`src/hw/rtl/cic_density_deposit_top_macros.svh`:
```
// assertion macros shared by the density deposit rtl
// no dependencies; callers provide clk and rst_n in scope
`ifndef CIC_DENSITY_DEPOSIT_TOP_MACROS_SVH
`define CIC_DENSITY_DEPOSIT_TOP_MACROS_SVH

// antecedent implies consequent in the same cycle
`define CDD_ASSERT_NOW(lbl, ante, cons) \
  lbl: assert property (@(posedge clk) disable iff (!rst_n) (ante) |-> (cons)) \
    else $error("cdd same-cycle check failed");

// antecedent implies consequent in the next cycle
`define CDD_ASSERT_NEXT(lbl, ante, cons) \
  lbl: assert property (@(posedge clk) disable iff (!rst_n) (ante) |=> (cons)) \
    else $error("cdd next-cycle check failed");

`endif

```
`src/hw/rtl/cdd_div.sv`:
```
// restoring divider for the contrast: (num << 16) / den, one quotient bit a cycle
// depends on nothing
module cdd_div (
  input  logic        clk,
  input  logic        rst_n,
  input  logic        start,
  input  logic [31:0] num,
  input  logic [31:0] den,
  output logic [47:0] quo,
  output logic        done
);

  logic [47:0] acc_r;
  logic [31:0] rem_r;
  logic [31:0] den_r;
  logic [5:0]  cnt_r;
  logic        busy_r;
  logic        done_r;
  logic [32:0] t;
  logic        ge;

  assign t  = {rem_r, acc_r[47]};
  assign ge = (t >= {1'b0, den_r});

  always_ff @(posedge clk) begin
    if (!rst_n) begin
      busy_r <= 1'b0;
      done_r <= 1'b0;
      cnt_r  <= '0;
    end else begin
      done_r <= 1'b0;
      if (start) begin
        busy_r <= 1'b1;
        cnt_r  <= '0;
      end else if (busy_r) begin
        cnt_r <= cnt_r + 6'd1;
        if (cnt_r == 6'd47) begin
          busy_r <= 1'b0;
          done_r <= 1'b1;
        end
      end
    end
  end

  always_ff @(posedge clk) begin
    if (start) begin
      acc_r <= {num, 16'h0000};
      rem_r <= '0;
      den_r <= (den == 32'd0) ? 32'd1 : den;
    end else if (busy_r) begin
      acc_r <= {acc_r[46:0], ge};
      rem_r <= ge ? 32'(t - {1'b0, den_r}) : t[31:0];
    end
  end

  assign quo  = acc_r;
  assign done = done_r;

endmodule

```
`config.mk`:
```
export PLATFORM = sky130hd
export DESIGN_NAME = cdd_div
export DESIGN_NICKNAME = d
export VERILOG_FILES = /design/src/hw/rtl/cic_density_deposit_top_macros.svh /design/src/hw/rtl/cdd_div.sv
export SDC_FILE = /design/constraint.sdc
export NUM_CORES = 1
export LEC_CHECK = 0
export ABC_AREA = 1
export BUFFER_PORTS_ARGS = -buffer_cell sky130_fd_sc_hd__buf_4
export CAP_MARGIN = 20
export CORE_ASPECT_RATIO = 0.6
export CORE_MARGIN = 8
export CORE_UTILIZATION = 28
export CTS_BUF_LIST = sky130_fd_sc_hd__clkbuf_8
export DETAILED_ROUTE_END_ITERATION = 12
export PLACE_DENSITY_LB_ADDON = 0.08
export SYNTH_ARGS = -nofsm -noshare
export SYNTH_HDL_FRONTEND = slang
export SYNTH_SLANG_ARGS = --single-unit
export TNS_END_PERCENT = 20
```
`constraint.sdc`:
```
create_clock -name clk -period 3.4 [get_ports clk]
set_input_delay 0.68 -clock clk [delete_from_list [all_inputs] [get_ports clk]]
set_output_delay 0.68 -clock clk [all_outputs]
set_load 0.02 [all_outputs]
```
==> results_dict.tcl <==
set metrics [dict create \
    placed_cells 1456 \
    track_usage_pct 15.2 \
    firstDrtPassIters 5 \
    avgRoutedWirePerCell_um 16.3 \
    crit_fanout 33 \
    placed_cell_area_um2 8560 \
    grt_pass1_wl_um 37400 \
    finalMaxSlewViolations 0 \
    yosysWarnings 0 \
    post-cts-setup-buffers 0 \
    synth_seq_area_share_pct 41.0 \
    synth_edf_count 64 \
    grt_pass1_vias 6283 \
    portBuffers 115 \
    leakagePower_nw 4.58 \
    rsz0062_at_grt "false" \
    worst_pin_slew_ns 0.958 \
    syn_area_per_cell_um2 7.22 \
    htreeDepth 4 \
    crit_slowest_cell "nor2_4" \
    viasPerCell 4.45 \
    p_sw_share_pct 27.8 \
    synth-seq-cells 120 \
    dr_total_vias 6630 \
    initial_core_util_pct 28.3 \
    antenna_found_initial 0 \
    cts_tree "done" \
    finalNetCount 1217 \
    path_cells "inv_1 > ha_1 > nand2_1 > inv_1 > nand2_1 > nand2_1 > inv_1 > nand2_1 > nand2_1 > nand3_2 > nor2_4 > nand2_4 > nand2_2 > nand2_1 > nand2_1 > nand2_1" \
    hold_class "in -> reg" \
    cpPeakStageDelay_ns 0.56 \
    globalplace.congestion 0.936 \
    clockBufferDepth 2 \
    place_ws_ns 0.295 \
    ioPinCount 116 \
    switchingPower_mw 0.972 \
    synthCells 1029 \
    final_hold_viol_count 0 \
    wl_um 24300 \
    synth_area_leaders "edfxtp_1 (26%), nand2_1 (18%), dfxtp_1 (15%)" \
    die_h_um 142 \
    antenna_cells 0 \
    post-synth-top-count-cell "nand2_1" \
    clk_pin_slew_worst_paths_ns 0.08 \
    clock_skew_ns 0.0119 \
    post_cts_resized 0 \
    ir_drop_mv 0.228 \
    crit_path_start_kind "flip-flop" \
    layout_worst_path_cycle_share_pct 90.4 \
    drive_gt1_share_pct 15.2 \
    syn-cell-area_um2 7430 \
    finalInstanceArea_um2 8980 \
    syn_nets 1130 \
    setup_tns_ns 0 \
    max_freq_mhz 326 \
    clockRootBuffer "clkbuf_8" \
    crit_type "reg -> reg" \
    intPower_mw 2.52 \
    sequentialPowerShare_pct 47.0 \
    synthArstFlopShare_pct 0 \
    cp_common_cell "nand2_1" \
    final.min_clock_period_ns 3.07 \
    path_delay_family "simple AND/OR/NAND/NOR gates" \
    clk_latency_ns 0.47 \
    setup_slack_ns 0.328 \
    powerDensity_nw_per_um2 389 \
    grt_overflow 0 \
    area_delta_synth_final_pct 20.8 \
    dieArea_um2 32200 \
    synth_top_area_share_pct 25.9 \
    synthFlopType "edfxtp_1" \
    cts_buffers 17 \
    drtIter0Drc 595 \
    nFillCells 2935 \
    total_power_mw 3.49 \
    pwr-share-comb_pct 13.7 \
    clockPowerShare_pct 39.3 \
    relSlewSlack_pct 35.7 \
    final_cells 1489 \
    cts_sinks 120 \
    synthTopCellsByCount "nand2_1 (360), inv_1 (188), edfxtp_1 (64), nand3_1 (64), dfxtp_1 (56)" \
    status "completed" \
    core_region_area_um2 26200 \
    ant_nets 0 \
    hold_slack_ns 0.394 \
    utilization_pct 34.2 \
    row_count 46 \
    cts_hold_buf 0 \
    worst_ep_required_time_ns 3.76 \
    yosysUniqueCellTypes 38 \
    final-setup-viol-count 0 \
    critPathCaptureType "flip-flop" \
    grt_start_max_net_pins 67 \
    synth_area_leader_cell "edfxtp_1" \
    cp.arrival_ns 3.43 \
    drc 0 \
    dp_hpwl_um 18600 \
    critPathBufInv 3 \
    drv_cap 0 \
    fp.dieW_um 226 \
]
[registers in the layout, summed over array words and instances (netlist names)]
name and flops:
quo 48, den_r 32, cnt_r 6, rem_r 32, busy_r 1, done 1
[placed cells by master, fill, tap and decap left out, types with 4 or more instances in the layout]
| master | netlist | layout |
|---|---|---|
| nand3b_1 | 25 | 25 |
| nand2_2 | 4 | 4 |
| nand3_1 | 64 | 64 |
| xnor2_1 | 13 | 13 |
| ha_1 | 33 | 33 |
| edfxtp_1 | 64 | 64 |
| nand4_1 | 12 | 12 |
| nor4_1 | 11 | 11 |
| buf_4 | 0 | 121 |
| dfxtp_1 | 56 | 56 |
| nor3_1 | 8 | 8 |
| nand2_1 | 360 | 360 |
| nor2_2 | 4 | 6 |
| clkbuf_8 | 0 | 17 |
| o21ai_0 | 8 | 8 |
| a21oi_1 | 21 | 21 |
| nor2_1 | 38 | 36 |
| o22ai_1 | 15 | 15 |
| a22o_1 | 31 | 31 |
| inv_1 | 188 | 189 |
[kinds of logic after synthesis]
logic type | after synthesis | synth area share, %
simple gates | 536 | 31.3
buf+inv | 244 | 12.8
flops | 120 | 41.0
compound gates | 81 | 7.49
fa+ha+maj | 34 | 5.83
xor+xnor | 14 | 1.65
[path summary, 6_finish.rpt]
check	startpoint	end	slack, ns	depth (start not counted)
setup / recovery	den_r[23]	rem_r[29]	0.33	16
hold / removal	den[25]	den_r[25]	0.39	1
setup reg to reg	den_r[23]	rem_r[29]	0.33	16
hold reg to reg	rem_r[31]	rem_r[31]	0.47	2
[power by group through the flow]
stage                     registers [mW]  clock network (mW)  logic, mW
after floorplan                     1.71                   0      0.227
after global placement              1.67                   0      0.484
after detailed placement            1.67                   0      0.482
after CTS                           1.64                1.43      0.484
after global routing                1.65                1.49      0.528
final                               1.64                1.37      0.480
[per-layer routing]
layer / up-vias / routed length (um) / global-route usage [%]
met4: 0 / 195 / 3.18
li1: 3426 / - / -
met1: 3043 / 13500 / 24.3
met2: 149 / 9000 / 19.0
met3: 12 / 1530 / 4.42
met5: - / 0 / 0
[area by class of cell]
type	count	area, um2	area share, %
tap	360	450	5.02
sequential	120	3040	33.9
timing repair buffer	121	908	10.1
clock buffer	17	234	2.61
clock inverter	15	174	1.94
inverter	190	713	7.94
multi-input combinational	666	3450	38.5
Note: power is estimated with default switching activity, not from simulation.
