File: config.mk
export PLATFORM = sky130hd
export DESIGN_NAME = cdd_mod
export DESIGN_NICKNAME = d
export VERILOG_FILES = /design/src/hw/rtl/cic_density_deposit_top_macros.svh /design/src/hw/rtl/cdd_pkg.sv /design/src/hw/rtl/cdd_mod.sv
export SDC_FILE = /design/constraint.sdc
export NUM_CORES = 1
export LEC_CHECK = 0
export BUFFER_PORTS_ARGS = -buffer_cell sky130_fd_sc_hd__buf_4
export CAP_MARGIN = 20
export CORE_AREA = 5 5 42 44
export CTS_BUF_LIST = sky130_fd_sc_hd__clkbuf_4 sky130_fd_sc_hd__clkbuf_8 sky130_fd_sc_hd__clkbuf_16
export DETAILED_ROUTE_END_ITERATION = 8
export DIE_AREA = 0 0 47 49
export REMOVE_ABC_BUFFERS = 1
export SETUP_SLACK_MARGIN = 0.15
export SLEW_MARGIN = 30
export SYNTH_ARGS = -nofsm -noshare
export SYNTH_HDL_FRONTEND = slang
export SYNTH_SLANG_ARGS = --single-unit
File: constraint.sdc
create_clock -name clk -period 0.8 [get_ports clk]
set_clock_uncertainty 0.05 [all_clocks]
set_input_delay 0.08 -clock clk [delete_from_list [all_inputs] [get_ports clk]]
set_output_delay 0.08 -clock clk [all_outputs]
set_load 0.05 [all_outputs]
File: src/hw/rtl/cic_density_deposit_top_macros.svh
// assertion macros shared by the density deposit rtl
// no dependencies; callers provide clk and rst_n in scope
`ifndef CIC_DENSITY_DEPOSIT_TOP_MACROS_SVH
`define CIC_DENSITY_DEPOSIT_TOP_MACROS_SVH

// antecedent implies consequent in the same cycle
`define CDD_ASSERT_NOW(lbl, ante, cons) \
  lbl: assert property (@(posedge clk) disable iff (!rst_n) (ante) |-> (cons)) \
    else $error("cdd same-cycle check failed");

// antecedent implies consequent in the next cycle
`define CDD_ASSERT_NEXT(lbl, ante, cons) \
  lbl: assert property (@(posedge clk) disable iff (!rst_n) (ante) |=> (cons)) \
    else $error("cdd next-cycle check failed");

`endif

File: src/hw/rtl/cdd_pkg.sv
// shared types and constants for the cloud-in-cell density deposit block
// no dependencies
package cdd_pkg;

  typedef enum logic [3:0] {
    S_CLEAR,
    S_IDLE,
    S_MOD,
    S_W1,
    S_W2,
    S_W3,
    S_RD,
    S_WR,
    S_CRD,
    S_CWR,
    S_DIV,
    S_DONE
  } st_t;

  localparam logic OP_DEPOSIT = 1'b0;
  localparam logic OP_READ    = 1'b1;

  localparam int unsigned IDX_IN_W = 16;
  localparam int unsigned REM_W    = 8;
  localparam logic [47:0] Q_LIMIT  = 48'h0000_8000_FFFF;
  localparam logic [31:0] Q_OFFSET = 32'h0001_0000;
  localparam logic [31:0] C_MAX    = 32'h7FFF_FFFF;

endpackage

File: src/hw/rtl/cdd_mod.sv
// reduction of a 16 bit integer modulo the grid size by reciprocal multiplication
// two registered stages: quotient estimate, then multiply back and subtract
// depends on cdd_pkg
module cdd_mod
  import cdd_pkg::*;
#(
  parameter int unsigned GRID = 32
) (
  input  logic                clk,
  input  logic                rst_n,
  input  logic                start,
  input  logic [IDX_IN_W-1:0] val,
  output logic [REM_W-1:0]    rem,
  output logic                done
);

  localparam int unsigned PRW = IDX_IN_W + 32;
  localparam int unsigned QGW = IDX_IN_W + REM_W + 1;
  localparam logic [31:0] RECIP = 32'(((64'd1 << 32) + 64'(GRID) - 64'd1) / 64'(GRID));

  logic [PRW-1:0]      prod;
  logic [QGW-1:0]      qg;
  logic [IDX_IN_W-1:0] val_r;
  logic [IDX_IN_W-1:0] q_r;
  logic [REM_W-1:0]    rem_r;
  logic                v1_r;
  logic                done_r;

  // quotient from the rounded-up reciprocal is exact for 16 bit inputs
  assign prod = PRW'(val) * PRW'(RECIP);
  assign qg   = QGW'(q_r) * QGW'(GRID);

  always_ff @(posedge clk) begin
    if (!rst_n) begin
      v1_r   <= 1'b0;
      done_r <= 1'b0;
    end else begin
      v1_r   <= start;
      done_r <= v1_r;
    end
  end

  always_ff @(posedge clk) begin
    if (start) begin
      val_r <= val;
      q_r   <= prod[PRW-1:32];
    end
    if (v1_r) begin
      rem_r <= REM_W'(val_r - qg[IDX_IN_W-1:0]);
    end
  end

  assign rem  = rem_r;
  assign done = done_r;

endmodule

==> Implementation_results.wiki <==
{| class="wikitable"
! Metric !! Value
|-
| Outcome || finished with violations
|-
| Failing checks || hold timing, setup timing
|-
| Setup repair after global routing missed its margin || yes
|-
| Final clock period utilization by the worst path || 1.18
|-
| Family of cells with the greatest summed delay on the critical path || flip-flops
|-
| Clock share of power || 0.282
|-
| Critical Path Start || rem[1]
|-
| Min-delay src || val[0]
|-
| Global-route wire length before repair || roughly 850 um
|-
| Core area || around 1400 um2
|-
| Setup Viol. Count Final || 6
|-
| Power spent charging and discharging nets || 321 uW
|-
| Lkg Pwr || between 0.0002 and 0.00025 uW
|-
| Total CTS buffers || 3
|-
| Count of unique library cells instantiated by Yosys || 5
|-
| Worst reg2reg path endpoint || rem[4]
|-
| Number of standard-cell rows in the floorplan || 14
|-
| Worst-path fanout max || 1
|-
| I/O pin cnt || 28
|-
| Power density of the placed cells || between 2000 and 2500 nW/um2
|-
| VDD IR-drop max || ~0.00087 V
|-
| Number of antenna violations at the first check in global routing || 0
|-
| Count of endpoints failing hold in the final timing report || 7
|-
| Worst hold path cell count || 1
|-
| Horiz. Die Dim || between 40 and 50 um
|-
| Worst setup slack for register-to-register paths || around 0.090 ns
|-
| Slowest Stage Delay on Critical Path || 0.38 ns
|-
| Number of register bits inferred by synthesis || 12
|-
| CTS tree || done
|-
| Kind of start point of the critical path || flip-flop
|-
| Hold WS || -0.0652 ns
|-
| End point of the most critical hold path || val_r[0]
|-
| Most common cell after layout, fill and taps aside || sky130_fd_sc_hd__edfxtp_1
|-
| DP Cell Count || between 40 and 50
|-
| Cell-internal power || 971 uW
|-
| Top cells by area, synth || sky130_fd_sc_hd__edfxtp_1, sky130_fd_sc_hd__dfxtp_1, sky130_fd_sc_hd__buf_4
|-
| Critical Path, Cell by Cell || buf_6
|-
| # clock sinks || 12
|-
| Nets@finish || between 50 and 60
|-
| GPL Wtd Cong || approximately 0.6
|-
| Area share of the largest cell type after synthesis || 0.792
|-
| Via-to-Cell Ratio || between 3 and 4
|-
| Kind of capture point of the worst setup path || output pin
|-
| Biggest area consumer among synthesized cells || sky130_fd_sc_hd__edfxtp_1
|-
| Commonest non-fill, non-tap cells in the layout || sky130_fd_sc_hd__edfxtp_1, sky130_fd_sc_hd__buf_4, sky130_fd_sc_hd__buf_6
|-
| CP Buf/Inv Count || 1
|-
| Worst Slack Setup Final || -0.147 ns
|-
| Slowest cell on the critical path || sky130_fd_sc_hd__edfxtp_1
|-
| Required arrival time at the worst endpoint || 0.67 ns
|-
| Switching part of the total power || 0.249
|-
| Sequential share of power || 0.577
|-
| Overall routing resource usage || 0.0595
|-
| Routed WL per cell || 9.94 um
|-
| Reg2reg start || v1_r
|-
| Synthesis Warnings || 0
|-
| Detailed-router iteration count before antenna repair || 4
|-
| Die Outline Area || 2300 um2
|-
| Number of max-slew violations in the final report || 0
|-
| Overflow left after global routing || 0
|-
| Path depth of the worst reg2reg path || 0
|-
| Clock-pin slew reported for the worst setup and hold paths after clock tree synthesis || around 0.070 ns
|-
| Relative area change from synthesis to final layout || 42.9%
|-
| Final Non-Filler Cells || 50
|-
| H-tree depth || 1
|-
| Path type of the worst setup path || flip-flop to output pin
|-
| Accumulated negative setup slack || -0.780 ns
|-
| Vias in the first global route || 204
|-
| Worst EP arrival || around 0.8 ns
|-
| Root Buffer || sky130_fd_sc_hd__clkbuf_4
|-
| Starting Density || 0.271
|-
| Count of maximum capacitance violations || 0
|-
| Via count || roughly 190
|-
| Die boundary height || ~49 um
|-
| Maximum number of pins on one net before global-route repair || 8
|-
| Number of port buffers || 13
|-
| Ratio of cells with drive above 1 in the final layout || 0.559
|-
| Number of violations reported at the end of detailed-routing iteration 0 || 1
|-
| Number of nets with antenna violations after routing || 0
|-
| Achievable clock frequency || roughly 1100 MHz
|-
| DRC || 0
|-
| Number of instances in the synthesized netlist || 18
|-
| Sequential fraction of the synthesis area || 0.898
|-
| Number of fill cells in the layout || ~150
|-
| Latest clock arrival within the worst-skew pair || 0.26 ns
|-
| Worst hold path class || input port to flip-flop
|-
| Maximum count of clock buffers along a single path || 2
|-
| Diodes inserted || 0
|-
| Syn Std Cell Area || 379 um2
|-
| Average cell area after synthesis || about 21 um2
|-
| Clock period minus final worst setup slack || between 0.9 and 1 ns
|-
| Combinational Power Share || 0.142
|-
| Routed wire length || 497 um
|}
## registers in the layout, indices dropped and copies added (netlist names)
| register | flops |
|---|---|
| done | 1 |
| rem | 5 |
| v1_r | 1 |
| val_r | 5 |
## cell usage after synthesis
cell and instances:
sky130_fd_sc_hd__dfxtp_1 2, sky130_fd_sc_hd__buf_4 3, sky130_fd_sc_hd__conb_1 1, sky130_fd_sc_hd__and2_1 2, sky130_fd_sc_hd__edfxtp_1 10
## layer usage
metal,share of wire,global-route usage
met5,0,0
met4,0.032,0.0829
met3,0.19,0.0406
met2,0.43,0.0724
met1,0.35,0.0510
## power groups by stage
stage / clock network [uW] / registers, uW / logic, uW
after floorplan: 0 / 827 / 33.2
after global routing: 421 / 749 / 190
final: 364 / 745 / 183
after global placement: 0 / 754 / 168
after CTS: 391 / 746 / 184
after detailed placement: 0 / 756 / 169
## cell families (layout without fill, tap and decap cells)
family        after synthesis  count (layout)  share of synthesized area
other cells                 1               3                    0.00989
simple gates                2               2                     0.0330
flops                      12              12                      0.898
buf+inv                     3              17                     0.0594
## timing repair
action / in CTS / in global routing
endpoints found under the setup margin: 17 / 17
gates resized for setup: 11 / 0
hold endpoints to repair: 12 / 12
pin swaps: 1 / 0
setup buffers: 0 / 0
## metrics by stage
stage	worst slack (ns)	power [uW]	cell area (um2)	util
2_1_floorplan	0.0485	860	364	-
5_1_grt	-0.196	1360	542	0.387
3_3_place_gp	0.0177	921	482	0.344
4_1_cts	-0.167	1320	542	0.387
6_report	-0.147	1290	542	0.387
3_5_place_dp	-0.000166	925	482	0.344
## final cells by class
cell class / count / area [um2] / area share
tap: 16 / 20.0 / 0.0370
clock inverter: 1 / 3.75 / 0.00693
sequential: 12 / 345 / 0.637
multi-input combinational: 5 / 26.3 / 0.0485
clock buffer: 3 / 22.5 / 0.0416
timing repair buffer: 13 / 124 / 0.229
## worst max path at each step
| stage | cells past startpoint | slack (ns) | end |
|---|---|---|---|
| 5_1_grt | 1 | -0.20 | rem[4] |
| 6_report | 1 | -0.15 | rem[1] |
| 3_3_place_gp | 0 | 0.02 | rem[1] |
| 4_1_cts | 1 | -0.17 | rem[1] |
| 3_5_place_dp | 0 | -0.0002 | rem[1] |
| 2_1_floorplan | 0 | 0.05 | rem[0] |
Power figures use the tool's default switching activity.
